--- config.mk ---
export PLATFORM = sky130hd
export DESIGN_NAME = button_gesture_combo_detector_unit
export DESIGN_NICKNAME = d
export VERILOG_FILES = /design/src/sv/bgcd_pkg.sv /design/src/sv/button_gesture_combo_detector_unit.sv
export SDC_FILE = /design/constraint.sdc
export NUM_CORES = 2
export LEC_CHECK = 0
export ABC_CLOCK_PERIOD_IN_PS = 8000
export BUFFER_PORTS_ARGS = -buffer_cell sky130_fd_sc_hd__buf_2
export CAP_MARGIN = 10
export CELL_PAD_IN_SITES_DETAIL_PLACEMENT = 1
export CELL_PAD_IN_SITES_GLOBAL_PLACEMENT = 1
export CORE_MARGIN = 3
export CORE_UTILIZATION = 47
export CTS_CLUSTER_DIAMETER = 80
export DETAILED_ROUTE_END_ITERATION = 7
export GPL_TIMING_DRIVEN = 0
export MAX_ROUTING_LAYER = met4
export PLACE_DENSITY = 0.78
export SLEW_MARGIN = 30
export SYNTH_ARGS = -nofsm -noshare
export SYNTH_HDL_FRONTEND = slang
export SYNTH_SLANG_ARGS = --single-unit
export TNS_END_PERCENT = 5
--- constraint.sdc ---
create_clock -name clk -period 8 [get_ports clk]
set_input_delay 2.4 -clock clk [delete_from_list [all_inputs] [get_ports clk]]
set_output_delay 2.4 -clock clk [all_outputs]
set_load 0.02 [all_outputs]
--- src/sv/bgcd_pkg.sv ---
// ----------------------------------------------------------------------------
// bgcd_pkg
// Types and constants shared by the button gesture and combo detector.
// ----------------------------------------------------------------------------
package bgcd_pkg;

	localparam int BUTTONS_DEF   = 8;
	localparam int COMBOS_DEF    = 4;
	localparam int MAX_STEPS_DEF = 8;

	localparam logic [15:0] DEBOUNCE_RST  = 16'd20;
	localparam logic [15:0] LONG_RST      = 16'd600;
	localparam logic [15:0] DOUBLE_GAP_RST = 16'd350;

	localparam logic [2:0] REG_DEBOUNCE   = 3'd0;
	localparam logic [2:0] REG_LONG       = 3'd1;
	localparam logic [2:0] REG_DOUBLE_GAP = 3'd2;
	localparam logic [2:0] REG_COMBO_CNT  = 3'd3;
	localparam logic [2:0] REG_COMBO_A    = 3'd4;
	localparam logic [2:0] REG_COMBO_B    = 3'd5;
	localparam logic [2:0] REG_COMBO_C    = 3'd6;
	localparam logic [2:0] REG_COMBO_D    = 3'd7;

	localparam logic [1:0] KIND_PRESS  = 2'd0;
	localparam logic [1:0] KIND_COMBO  = 2'd1;
	localparam logic [1:0] KIND_STATUS = 2'd2;

	localparam logic [1:0] PRESS_SHORT  = 2'd0;
	localparam logic [1:0] PRESS_LONG   = 2'd1;
	localparam logic [1:0] PRESS_DOUBLE = 2'd2;

	typedef struct packed {
		logic [31:0] now_time;
		logic [7:0]  raw_levels;
	} in_word_t;

	typedef struct packed {
		logic [1:0] item_kind;
		logic [2:0] button_id;
		logic [1:0] press_kind;
		logic       suppressed;
		logic [1:0] combo_id;
		logic [7:0] stable_levels;
		logic [7:0] hold_active;
		logic [3:0] chords_held;
		logic       activity;
		logic       last_item;
	} out_word_t;

endpackage

--- src/sv/button_gesture_combo_detector_unit.sv ---
// ----------------------------------------------------------------------------
// button_gesture_combo_detector_unit
// Debounce, long/double/short press, sequence and chord combo detection.
// ----------------------------------------------------------------------------
// One poll word is handled at a time by a sequencer that walks the buttons and
// then the combos, sharing one 32-bit subtract-and-compare unit for every
// elapsed-time and span test. Each button passes the debounce, long-press and
// gap states, also the double-press state when a release is accepted before a
// long press fired, and the sequence states for the combos when a short press
// advances the sequence combos. The chord walk makes two passes over the
// combos, stepping through the members of each chord in use: the first pass
// may fire chords, the second records which chords are held. After the
// accepting step and the walks comes the status word; any state that emits a
// result word waits until the output is free. The block takes no new poll
// until the status word of the current one has gone, and holds off polls
// while a register write is offered.
module button_gesture_combo_detector_unit #(
	parameter int BUTTONS   = bgcd_pkg::BUTTONS_DEF,
	parameter int COMBOS    = bgcd_pkg::COMBOS_DEF,
	parameter int MAX_STEPS = bgcd_pkg::MAX_STEPS_DEF
) (
	input  logic                clk,
	input  logic                arst_n,
	input  logic                in_valid,
	output logic                in_ready,
	input  bgcd_pkg::in_word_t  in_data,
	output logic                out_valid,
	input  logic                out_ready,
	output bgcd_pkg::out_word_t out_data,
	input  logic                cfg_valid,
	output logic                cfg_ready,
	input  logic [2:0]          cfg_index,
	input  logic [44:0]         cfg_data
);

	localparam int BW = (BUTTONS > 1) ? $clog2(BUTTONS) : 1;
	localparam int CW = (COMBOS > 1) ? $clog2(COMBOS) : 1;
	localparam int SW = $clog2(MAX_STEPS + 1);
	localparam logic [3:0] MAXLEN = 4'(MAX_STEPS);

	typedef enum logic [11:0] {
		ST_IDLE   = 12'b000000000001,
		ST_DEB    = 12'b000000000010,
		ST_LONG   = 12'b000000000100,
		ST_GAP    = 12'b000000001000,
		ST_SEQW   = 12'b000000010000,
		ST_SEQ    = 12'b000000100000,
		ST_CHK    = 12'b000001000000,
		ST_SPAN   = 12'b000010000000,
		ST_FIRE   = 12'b000100000000,
		ST_STAT   = 12'b001000000000,
		ST_EMIT   = 12'b010000000000,
		ST_DBL    = 12'b100000000000
	} state_t;

	state_t state_q;

	logic [15:0] debounce_q, long_q, gap_q;
	logic [2:0]  ccount_q;
	logic [44:0] cdef_q [COMBOS];

	logic [BUTTONS-1:0] raw_q, stab_q, lfired_q, pend_q, taken_q;
	logic [31:0] rchg_q [BUTTONS];
	logic [31:0] pstart_q [BUTTONS];
	logic [31:0] rel_q [BUTTONS];
	logic [3:0]  prog_q [COMBOS];
	logic [31:0] sstart_q [COMBOS];
	logic [COMBOS-1:0] cdone_q, held_q;

	logic [31:0] now_q;
	logic [7:0]  rawin_q;
	logic [BW-1:0] b_q;
	logic [CW-1:0] c_q;
	logic [SW-1:0] k_q;
	logic [31:0] lo_q, hi_q;
	logic        fail_q;
	logic        stat_pass_q;

	logic        out_valid_q;
	bgcd_pkg::out_word_t out_q;

	// Shared unit: elapsed (a - b) >= d, unsigned, 33-bit duration.
	logic [31:0] ua, ub;
	logic [32:0] ud;
	logic [31:0] udiff;
	logic        uge;
	assign udiff = ua - ub;
	assign uge   = {1'b0, udiff} >= ud;

	logic [2:0] used;
	assign used = (ccount_q > 3'(COMBOS)) ? 3'(COMBOS) : ccount_q;

	function automatic logic [3:0] dlen(input logic [44:0] d);
		return (d[4:1] > MAXLEN) ? MAXLEN : d[4:1];
	endfunction

	function automatic logic [2:0] dbtn(input logic [44:0] d, input logic [2:0] k);
		return d[5 + 3*k +: 3];
	endfunction

	function automatic bgcd_pkg::out_word_t press_word(input logic [2:0] btn,
		input logic [1:0] pk, input logic sup);
		bgcd_pkg::out_word_t w;
		w = '0;
		w.item_kind = bgcd_pkg::KIND_PRESS;
		w.button_id = btn;
		w.press_kind = pk;
		w.suppressed = sup;
		return w;
	endfunction

	function automatic bgcd_pkg::out_word_t combo_word(input logic [1:0] cid);
		bgcd_pkg::out_word_t w;
		w = '0;
		w.item_kind = bgcd_pkg::KIND_COMBO;
		w.combo_id = cid;
		return w;
	endfunction

	function automatic bgcd_pkg::out_word_t status_word(input logic [7:0] stab,
		input logic [7:0] hold, input logic [3:0] held, input logic a);
		bgcd_pkg::out_word_t w;
		w = '0;
		w.item_kind = bgcd_pkg::KIND_STATUS;
		w.stable_levels = stab;
		w.hold_active = hold;
		w.chords_held = held;
		w.activity = a;
		w.last_item = 1'b1;
		return w;
	endfunction

	logic [44:0] cd;
	logic [3:0]  clen;
	logic        cuse;
	logic        bit_raw;
	logic [2:0]  mbtn;
	logic        mok;
	logic [BW-1:0] midx;
	logic [31:0] mstart;
	assign cd   = cdef_q[c_q];
	assign clen = dlen(cd);
	assign cuse = (3'(c_q) < used) && (clen != 4'd0);
	assign bit_raw = rawin_q[b_q];
	assign mbtn = dbtn(cd, 3'(k_q));
	assign mok  = ({1'b0, mbtn} < 4'(BUTTONS));
	assign midx = BW'(mbtn);
	assign mstart = pstart_q[midx];

	logic [3:0] prog;
	assign prog = prog_q[c_q];

	// Shared unit operand selection.
	always_comb begin
		ua = now_q;
		ub = 32'd0;
		ud = 33'd0;
		unique case (state_q)
			ST_DEB: begin
				ub = rchg_q[b_q];
				ud = {17'd0, debounce_q};
			end
			ST_DBL: begin
				ub = rel_q[b_q];
				ud = {17'd0, gap_q} + 33'd1;
			end
			ST_LONG: begin
				ub = pstart_q[b_q];
				ud = {17'd0, long_q};
			end
			ST_GAP: begin
				ub = rel_q[b_q];
				ud = {17'd0, gap_q};
			end
			ST_SEQW: begin
				ub = sstart_q[c_q];
				ud = {17'd0, cd[44:29]};
			end
			ST_SPAN: begin
				// Window >= span.
				ua = {16'd0, cd[44:29]};
				ub = 32'd0;
				ud = {1'b0, hi_q - lo_q};
			end
			default: ;
		endcase
	end

	assign in_ready  = (state_q == ST_IDLE) && !out_valid_q && !cfg_valid;
	assign cfg_ready = (state_q == ST_IDLE) && !out_valid_q;
	assign out_valid = out_valid_q;
	assign out_data  = out_q;

	logic out_free;
	assign out_free = !out_valid_q || out_ready;

	logic last_b, last_c;
	assign last_b = (b_q == BW'(BUTTONS - 1));
	assign last_c = (c_q == CW'(COMBOS - 1));

	logic [7:0] stab8, hold8;
	assign stab8 = 8'(stab_q);
	assign hold8 = 8'(stab_q & lfired_q);

	logic act;
	always_comb begin
		act = |raw_q || |stab_q || |pend_q;
		for (int i = 0; i < COMBOS; i++) begin
			if ((3'(i) < used) && ((prog_q[i] != 4'd0) || cdone_q[i])) act = 1'b1;
		end
	end

	// Members of the current chord that exist.
	logic [BUTTONS-1:0] fire_mask;
	always_comb begin
		fire_mask = '0;
		for (int k = 0; k < MAX_STEPS; k++) begin
			if (4'(k) < clen && ({1'b0, dbtn(cd, 3'(k))} < 4'(BUTTONS)))
				fire_mask[BW'(dbtn(cd, 3'(k)))] = 1'b1;
		end
	end

	always_ff @(posedge clk or negedge arst_n) begin : ctl_p
		logic ov_d;
		if (!arst_n) begin
			state_q <= ST_IDLE;
			debounce_q <= bgcd_pkg::DEBOUNCE_RST;
			long_q <= bgcd_pkg::LONG_RST;
			gap_q <= bgcd_pkg::DOUBLE_GAP_RST;
			ccount_q <= 3'd0;
			raw_q <= '0;
			stab_q <= '0;
			lfired_q <= '0;
			pend_q <= '0;
			taken_q <= '0;
			cdone_q <= '0;
			held_q <= '0;
			out_valid_q <= 1'b0;
			out_q <= '0;
			now_q <= '0;
			rawin_q <= '0;
			b_q <= '0;
			c_q <= '0;
			k_q <= '0;
			lo_q <= '0;
			hi_q <= '0;
			fail_q <= 1'b0;
			stat_pass_q <= 1'b0;
			for (int i = 0; i < BUTTONS; i++) begin
				rchg_q[i] <= '0;
				pstart_q[i] <= '0;
				rel_q[i] <= '0;
			end
			for (int i = 0; i < COMBOS; i++) begin
				cdef_q[i] <= '0;
				prog_q[i] <= '0;
				sstart_q[i] <= '0;
			end
		end else begin
			ov_d = out_valid_q && !out_ready;
			unique case (state_q)
				ST_IDLE: begin
					if (cfg_valid && cfg_ready) begin
						unique case (cfg_index)
							bgcd_pkg::REG_DEBOUNCE:   debounce_q <= cfg_data[15:0];
							bgcd_pkg::REG_LONG:       long_q <= cfg_data[15:0];
							bgcd_pkg::REG_DOUBLE_GAP: gap_q <= cfg_data[15:0];
							bgcd_pkg::REG_COMBO_CNT:  ccount_q <= cfg_data[2:0];
							default: begin
								for (int i = 0; i < COMBOS; i++) begin
									if (cfg_index == bgcd_pkg::REG_COMBO_A + 3'(i))
										cdef_q[i] <= cfg_data;
								end
							end
						endcase
						if ({1'b0, cfg_index} < 4'(bgcd_pkg::REG_COMBO_A) + 4'(COMBOS))
						begin
							taken_q <= '0;
							cdone_q <= '0;
							for (int i = 0; i < COMBOS; i++) begin
								prog_q[i] <= '0;
								sstart_q[i] <= '0;
							end
						end
					end else if (in_valid && in_ready) begin
						now_q <= in_data.now_time;
						rawin_q <= in_data.raw_levels;
						b_q <= '0;
						state_q <= ST_DEB;
					end
				end
				ST_DEB: begin
					if (bit_raw != raw_q[b_q]) begin
						raw_q[b_q] <= bit_raw;
						rchg_q[b_q] <= now_q;
						state_q <= ST_LONG;
					end else if (raw_q[b_q] != stab_q[b_q] && uge) begin
						stab_q[b_q] <= raw_q[b_q];
						if (raw_q[b_q]) begin
							pstart_q[b_q] <= now_q;
							lfired_q[b_q] <= 1'b0;
							taken_q[b_q] <= 1'b0;
							state_q <= ST_LONG;
						end else if (!lfired_q[b_q]) begin
							state_q <= ST_DBL;
						end else begin
							state_q <= ST_LONG;
						end
					end else begin
						state_q <= ST_LONG;
					end
				end
				ST_DBL: begin
					if (pend_q[b_q] && !uge) begin
						if (out_free) begin
							out_q <= press_word(3'(b_q), bgcd_pkg::PRESS_DOUBLE, taken_q[b_q]);
							ov_d = 1'b1;
							pend_q[b_q] <= 1'b0;
							state_q <= ST_LONG;
						end
					end else begin
						pend_q[b_q] <= 1'b1;
						rel_q[b_q] <= now_q;
						state_q <= ST_LONG;
					end
				end
				ST_LONG: begin
					if (stab_q[b_q] && !lfired_q[b_q] && uge) begin
						if (out_free) begin
							out_q <= press_word(3'(b_q), bgcd_pkg::PRESS_LONG, taken_q[b_q]);
							ov_d = 1'b1;
							lfired_q[b_q] <= 1'b1;
							pend_q[b_q] <= 1'b0;
							state_q <= ST_GAP;
						end
					end else begin
						state_q <= ST_GAP;
					end
				end
				ST_GAP: begin
					if (pend_q[b_q] && uge) begin
						if (out_free) begin
							out_q <= press_word(3'(b_q), bgcd_pkg::PRESS_SHORT, taken_q[b_q]);
							ov_d = 1'b1;
							pend_q[b_q] <= 1'b0;
							c_q <= '0;
							state_q <= ST_SEQW;
						end
					end else if (last_b) begin
						c_q <= '0;
						k_q <= '0;
						fail_q <= 1'b0;
						stat_pass_q <= 1'b0;
						state_q <= ST_CHK;
					end else begin
						b_q <= b_q + 1'b1;
						state_q <= ST_DEB;
					end
				end
				ST_SEQW: begin
					// Normalize progress: wrap when complete, drop when window elapsed.
					if (cuse && !cd[0]) begin
						if (prog >= clen || (prog != 4'd0 && uge)) prog_q[c_q] <= 4'd0;
						state_q <= ST_SEQ;
					end else if (last_c) begin
						if (last_b) begin
							c_q <= '0;
							k_q <= '0;
							fail_q <= 1'b0;
							stat_pass_q <= 1'b0;
							state_q <= ST_CHK;
						end else begin
							b_q <= b_q + 1'b1;
							state_q <= ST_DEB;
						end
					end else begin
						c_q <= c_q + 1'b1;
					end
				end
				ST_SEQ: begin
					if ({1'b0, dbtn(cd, prog[2:0])} == 4'(b_q)) begin
						if (prog + 4'd1 >= clen) begin
							if (out_free) begin
								out_q <= combo_word(2'(c_q));
								ov_d = 1'b1;
								prog_q[c_q] <= 4'd0;
								if (prog == 4'd0) sstart_q[c_q] <= now_q;
								state_q <= ST_EMIT;
							end
						end else begin
							if (prog == 4'd0) sstart_q[c_q] <= now_q;
							prog_q[c_q] <= prog + 4'd1;
							state_q <= ST_EMIT;
						end
					end else if ({1'b0, dbtn(cd, 3'd0)} == 4'(b_q)) begin
						prog_q[c_q] <= 4'd1;
						sstart_q[c_q] <= now_q;
						state_q <= ST_EMIT;
					end else begin
						prog_q[c_q] <= 4'd0;
						state_q <= ST_EMIT;
					end
				end
				ST_EMIT: begin
					// Step to the next combo after a sequence update.
					if (last_c) begin
						if (last_b) begin
							c_q <= '0;
							k_q <= '0;
							fail_q <= 1'b0;
							stat_pass_q <= 1'b0;
							state_q <= ST_CHK;
						end else begin
							b_q <= b_q + 1'b1;
							state_q <= ST_DEB;
						end
					end else begin
						c_q <= c_q + 1'b1;
						state_q <= ST_SEQW;
					end
				end
				ST_CHK: begin
					// Walk chord members one per cycle, tracking earliest and latest start.
					if (!(cuse && cd[0])) begin
						if (stat_pass_q) held_q[c_q] <= 1'b0;
						k_q <= '0;
						fail_q <= 1'b0;
						if (last_c) begin
							if (stat_pass_q) state_q <= ST_STAT;
							else begin
								stat_pass_q <= 1'b1;
								c_q <= '0;
							end
						end else c_q <= c_q + 1'b1;
					end else if (4'(k_q) < clen && !fail_q) begin
						if (!mok || !stab_q[midx]) fail_q <= 1'b1;
						else if (k_q == '0) begin
							lo_q <= mstart;
							hi_q <= mstart;
						end else begin
							if (mstart - lo_q >= 32'h8000_0000) lo_q <= mstart;
							if (mstart != hi_q && (mstart - hi_q < 32'h8000_0000)) hi_q <= mstart;
						end
						k_q <= k_q + 1'b1;
					end else begin
						state_q <= ST_SPAN;
					end
				end
				ST_SPAN: begin
					k_q <= '0;
					if (stat_pass_q) begin
						held_q[c_q] <= !fail_q;
						fail_q <= 1'b0;
						if (last_c) state_q <= ST_STAT;
						else begin
							state_q <= ST_CHK;
							c_q <= c_q + 1'b1;
						end
					end else if (fail_q) begin
						cdone_q[c_q] <= 1'b0;
						fail_q <= 1'b0;
						state_q <= ST_CHK;
						if (last_c) begin
							stat_pass_q <= 1'b1;
							c_q <= '0;
						end else c_q <= c_q + 1'b1;
					end else if (!cdone_q[c_q] && uge) begin
						state_q <= ST_FIRE;
					end else begin
						state_q <= ST_CHK;
						if (last_c) begin
							stat_pass_q <= 1'b1;
							c_q <= '0;
						end else c_q <= c_q + 1'b1;
					end
				end
				ST_FIRE: begin
					if (out_free) begin
						taken_q <= taken_q | fire_mask;
						out_q <= combo_word(2'(c_q));
						ov_d = 1'b1;
						cdone_q[c_q] <= 1'b1;
						state_q <= ST_CHK;
						if (last_c) begin
							stat_pass_q <= 1'b1;
							c_q <= '0;
						end else c_q <= c_q + 1'b1;
					end
				end
				ST_STAT: begin
					if (out_free) begin
						out_q <= status_word(stab8, hold8, 4'(held_q), act);
						ov_d = 1'b1;
						state_q <= ST_IDLE;
					end
				end
				default: state_q <= ST_IDLE;
			endcase
			out_valid_q <= ov_d;
		end
	end

endmodule

[Word-level counts from Yosys, hierarchy flattened]
Cells that the tools add are included.
Storage, ports and cells
  word-level logic and storage cells: 562
  flip-flop bits (word level): 1351
  input bits: 93
  output and inout port bits: 35
Cells by class
  equal/unequal tests: 65
  bitwise logic cells: 31
  multiply operators: 2
  muxes and demuxes: 230
  add/sub/neg operators: 11
  shift operators: 2
  order comparisons: 47
  reduce and logical (&&, ||, !) cells: 106
Operator list (number)
  $mux 32: 27
  $bwmux 256: 3
  $mux 128: 6
  $bmux 32 s3: 4
  $pmux 32 s6: 2
  $mux 12: 25
  $pmux 128 s2: 1
  $mux 8: 22
  $pmux 12 s12: 1
  $bwmux 128: 1
  $pmux 32 s4: 1
  $sub 32x32->32: 4
  $mux 16: 7
  $demux 32 s3: 1
  $bmux 45 s2: 1
  $mux 45: 2
  $shiftx 45x7->3: 2
  $or 8x8->8: 10
  $mux 4: 17
  $bmux 32 s2: 1
  $demux 32 s2: 1
  $pmux 16 s3: 1
  $pmux 8 s3: 2
  $mux 1: 46
  other kinds (105): 306

[Longest topological paths before layout]
  word-level depth: 26
  mapped depth: 37
  depth with buffers taken out: 32

[Least setup slack after synthesis]
OpenSTA, ideal clock, no wires.
  path type: register to register
  from: reg c_q[0]
  to: reg out_q (netlist bit out_data[10])
  path buffers: 7
  data arrival time: 8315 ps
  clock period less this slack: 8442 ps
  data required time: 7873 ps
  path slack: -442 ps
  cell stages (with the launch flop): 35
  setup time: 127 ps
  cell sequence: dfrtp_1 > buf_6 > buf_6 > buf_4 > buf_2 > buf_1 > buf_1 > mux4_2 > a22oi_1 > nand2_1 > ha_1 > fa_1 > nand2b_1 > a21boi_0 > o21ai_0 > a21oi_1 > o21ai_0 > o21ai_0 > o31a_1 > a311o_1 > nand2_1 > xnor2_1 > ha_1 > a21o_1 > a21o_1 > a21oi_1 > nand3_1 > a221o_1 > a31oi_1 > inv_1 > o21ai_1 > o21ai_1 > a311oi_4 > buf_6 > mux2_1
On the way
  longest elaborated chain between the ends: 11
  elaborated cells on any way between the ends: 33
  classes of those cells: add/sub: 3; mul: 1; order compare: 3; eq/ne: 6; shift: 1; mux: 13; bitwise: 1; reduce/logical: 5
RTL lines
  start, declared: RTL line button_gesture_combo_detector_unit.sv:73  | logic [CW-1:0] c_q;
  start signal, assigned: RTL line button_gesture_combo_detector_unit.sv:377  | c_q <= c_q + 1'b1;
  start signal, assigned: RTL line button_gesture_combo_detector_unit.sv:418  | c_q <= c_q + 1'b1;
  start signal, assigned: RTL line button_gesture_combo_detector_unit.sv:434  | end else c_q <= c_q + 1'b1;
  $not 2->3 (implied by the code) *: RTL line button_gesture_combo_detector_unit.sv:141, button_gesture_combo_detector_unit.sv:151, button_gesture_combo_detector_unit.sv:176
  parallel branches: the longest is 9 deep, another holds $add 3x5->6
  $reduce_and 10->1 (no source line) *
  end signal, assigned: RTL line button_gesture_combo_detector_unit.sv:316  | out_q <= press_word(3'(b_q), bgcd_pkg::PRESS_DOUBLE, taken_q[b_q]);
  end signal, assigned: RTL line button_gesture_combo_detector_unit.sv:330  | out_q <= press_word(3'(b_q), bgcd_pkg::PRESS_LONG, taken_q[b_q]);
  end signal, assigned: RTL line button_gesture_combo_detector_unit.sv:343  | out_q <= press_word(3'(b_q), bgcd_pkg::PRESS_SHORT, taken_q[b_q]);
  end, declared: RTL line button_gesture_combo_detector_unit.sv:80  | bgcd_pkg::out_word_t out_q;
Mark *: on every way between the ends. The select of a mux whose other input is x is not followed.
A chain may end at the register's enable or synchronous reset.

[Worst setup path in the final report]
  from: reg b_q[2]
  to: reg rel_q[255] (netlist bit)
On the way
  longest elaborated chain between the ends: 11
  elaborated cells on any way between the ends: 25
  classes of those cells: add/sub: 1; order compare: 3; mux: 15; bitwise: 2; reduce/logical: 4
RTL lines
  start, declared: RTL line button_gesture_combo_detector_unit.sv:72  | logic [BW-1:0] b_q;
  start signal, assigned: RTL line button_gesture_combo_detector_unit.sv:356  | b_q <= b_q + 1'b1;
  start signal, assigned: RTL line button_gesture_combo_detector_unit.sv:373  | b_q <= b_q + 1'b1;
  start signal, assigned: RTL line button_gesture_combo_detector_unit.sv:414  | b_q <= b_q + 1'b1;
  $not 3->4 (implied by the code)
  $bmux 32 s3 (on tied branches)
  $mux 32 (on tied branches) (2 in a row)
  $pmux 32 s4: RTL line button_gesture_combo_detector_unit.sv:158  | unique case (state_q)
  $sub 32x32->32: RTL line button_gesture_combo_detector_unit.sv:87  | assign udiff = ua - ub;
  $ge 32x33->1: RTL line button_gesture_combo_detector_unit.sv:88  | assign uge = {1'b0, udiff} >= ud;
  $logic_not 1->1: RTL line button_gesture_combo_detector_unit.sv:314  | if (pend_q[b_q] && !uge) begin
  $logic_and 1x1->1: RTL line button_gesture_combo_detector_unit.sv:314
  $not 1->1 (no source line)
  $reduce_and 2->1 (no source line)
  end signal, assigned by index: RTL line button_gesture_combo_detector_unit.sv:323  | rel_q[b_q] <= now_q;
  end, declared: RTL line button_gesture_combo_detector_unit.sv:65  | logic [31:0] rel_q [BUTTONS];
Several ways; a longest one is shown, not always the timed one. The select of a mux whose other input is x is not followed.

==> metrics.txt <==
clock latency on the worst-skew pair=0.85 ns; ratio of final minimum period to clock period=114%; RSZ-0062 raised after global routing=true; ys flop type=dfrtp_1; syn_nets=5,845; post-synth top area cell=dfrtp_1; largest net degree at the start of global routing=124; initial antenna violation count=26; CTS clk-pin slew, worst paths=0.07 ns; CTS root buf=clkbuf_16; Antenna Nets Post-Route=0; Initial Util=between 40% and 50%; DRT iter0 DRCs=7,663; Core Box Area=142,000 sq um; met3 Use GR=15.7%; TritonCTS clock tree=built; Post-synth EDFFs=0; Worst Path Arrival=between 9 and 10 ns; fin crit period=just over 9 ns; routability cong.=1.02; CTS Hold Buffers Added=0; GRT busiest layer=met2; filler cell count=around 14,000; FFs w/ async S/R, synth=100%; Core Rows=around 140; post-synth top area share=49.3%; slowest stage delay, CP=0.59 ns; Synth Cell Area=67,900 sq um; Worst Clk Skew=0.0642 ns; die height=386 um; area of the multi-input gates=34,500 sq um; setup TNS=-592.94 ns; Worst Setup End Kind=register; Netlist cell types=87; dpl hpwl=205,000 um; Sequential cell area=33,800 sq um; Worst Path Required=8.71 ns; first-pass GRT wire length=441,000 um; Final setup viols=about 680; register area share after synthesis=49.8%; cells taking the most area after synthesis=dfrtp_1 (49%), mux2_2 (18%), o22ai_1 (3.5%); Cell Pwr Density=354 nW/um^2; CP max stage cell=nor4_4; drt pass-1 iters=7; Hold Fails Final Rpt=0; Die Area=~150,000 sq um; vias in the first global route=about 59,000; status=complete, but fails checks; grt ovf=0; actual slew at the worst max-slew pin=1.83 ns; chip width=386 um; post-synthesis cell count=5,570; total global routing track utilization=42.7%; routing usage on met2=59.4%; LEAKAGE=39.3 nW; top-count cell post-synth=dfrtp_1; Max-slew headroom=-23.6%; area of placed instances=72,100 sq um; post-DR vias/cell=7.24; worst-path maximum fanout=12; #FFs+latches synth=1,350; clock buffer depth=3; Post-Layout Inst Area=approximately 84,000 sq um; met1 GRT Util=51.1%; layout cells sized above 1=37.5%; crit-path most repeated cell=buf_12; worst min-delay path category=register to register; Slew Limit Fails=7; mean area per synthesized cell=12.2 sq um; wire length per cell=between 40 and 50 um; Layout Area Growth over Synthesis=23.7%; CTS Buf Count=150; I/O Pins=128; htree depth=4; Post-synth top cells=dfrtp_1 (1,337), mux2_2 (1,113), o22ai_1 (378); Post-route DRC=0; final setup margin=-1.09 ns; Startpoint Class=register; Max Cap Viol=2; Layout Nets=roughly 6,400; Max Freq=0.110 GHz; Worst IR Drop VDD=0.227 mV; routed wire length=329,000 um; buffers added on ports=~130; CP Class=register to register; total number of yosys warnings=0; via count=58,800; failing checks=max-capacitance violations, max-slew violations, negative setup slack; clock sinks=1,350
[cell families after synthesis]
| family | count (synthesis) | share of synthesized area, % |
|---|---|---|
| flip-flops | 1350 | 49.8 |
| XOR/XNOR | 77 | 1.00 |
| multiplexers | 1395 | 24.6 |
| adder cells (fa/ha/maj) | 182 | 3.38 |
| AO/OA/AOI/OAI | 1172 | 11.8 |
| buffers and inverters | 574 | 3.39 |
| AND/OR/NAND/NOR | 820 | 5.99 |
[worst max-delay path: cells and delay by family, from the launching register on]
kind	cells	cell delay, ns
compound gates	12	2.41
xor+xnor	1	0.16
fa+ha+maj	2	0.73
buf+inv	12	2.05
flops	1	0.41
mux	1	0.38
simple gates	7	2.69
[per-layer routing]
metal	part of all wire, %	wire, um
met1	36	118000
met2	42	137000
met5	0	0
met4	9.3	30500
met3	13	43900
[cell usage in the layout, fill, tap and decap left out, types with 32 or more instances in the layout]
master and instances:
dfrtp_1 1333, mux2_2 933, o22ai_1 333, nand2_1 272
clkbuf_1 221, clkbuf_16 203, mux2_4 180, ha_1 176
buf_4 164, a22o_1 159, buf_2 157, o21ai_0 122
inv_1 119, nor2_1 112, a21oi_1 111, mux4_2 99
mux2i_1 98, mux2_1 83, clkbuf_8 72, buf_12 58
a21o_1 57, xnor2_1 55, nand3_1 53, buf_6 50
o211ai_1 42, and3_1 39, o21ai_1 37, diode_2 36
buf_16 35, o22ai_2 32, and2_1 32
[registers in the layout, summed over array words and instances, names as in the netlist, 12 cells and up, named ones only]
name and cells:
cdef_q 180, debounce_q 16, gap_q 16, hi_q 32
lo_q 32, long_q 16, now_q 32, out_data 31
prog_q 16, pstart_q 256, rchg_q 256, rel_q 256
sstart_q 128, state_q 12
[repair_timing]
action	in CTS	in global routing
setup buffers	125	64
gates resized for setup	788	353
gates cloned	3	8
pin swaps	81	87
endpoints found under the setup margin	679	679
[where the power goes]
| group | leakage, nW | internal, mW | switching [mW] | total (mW) |
|---|---|---|---|---|
| clock | 2.49 | 4.15 | 3.21 | 7.36 |
| combinational | 18.5 | 4.80 | 9.12 | 13.9 |
| sequential | 18.3 | 7.75 | 0.698 | 8.45 |
[metrics by stage]
step	worst slack, ns	hold slack, ns	power, mW	util, %	std cells
3_5_place_dp	-5.76	0.474	20.1	50.6	7624
3_3_place_gp	-25.16	0.466	19.6	49.8	7587
2_1_floorplan	0.0949	0.464	15.4	-	5570
4_1_cts	-0.510	0.483	28.0	57.4	8013
6_report	-1.09	0.476	29.7	58.9	8118
5_1_grt	-0.883	0.505	30.5	58.9	8106
[worst paths after layout]
path                         startpoint            to  slack (ns)  depth (start not counted)
setup / recovery                 b_q[2]    rel_q[255]       -1.09                         35
hold / removal             out_data[30]  out_data[30]        0.48                          1
setup reg to reg                 b_q[2]    rel_q[255]       -1.09                         35
hold reg to reg            out_data[30]  out_data[30]        0.48                          1
max in group asynchronous        arst_n    cdef_q[51]        3.78                          5
min in group asynchronous        arst_n    rel_q[156]        1.53                          1
[cell type report]
cell class | count | share of cell area (%)
Antenna cell | 36 | 0.107
Buffer | 442 | 5.11
Clock buffer | 222 | 5.37
Clock inverter | 46 | 0.702
Inverter | 123 | 0.563
Multi-Input combinational cell | 3649 | 41.1
Sequential cell | 1350 | 40.3
Tap cell | 1890 | 2.82
Timing Repair Buffer | 360 | 4.02
Note: power is estimated with default switching activity, not from simulation.
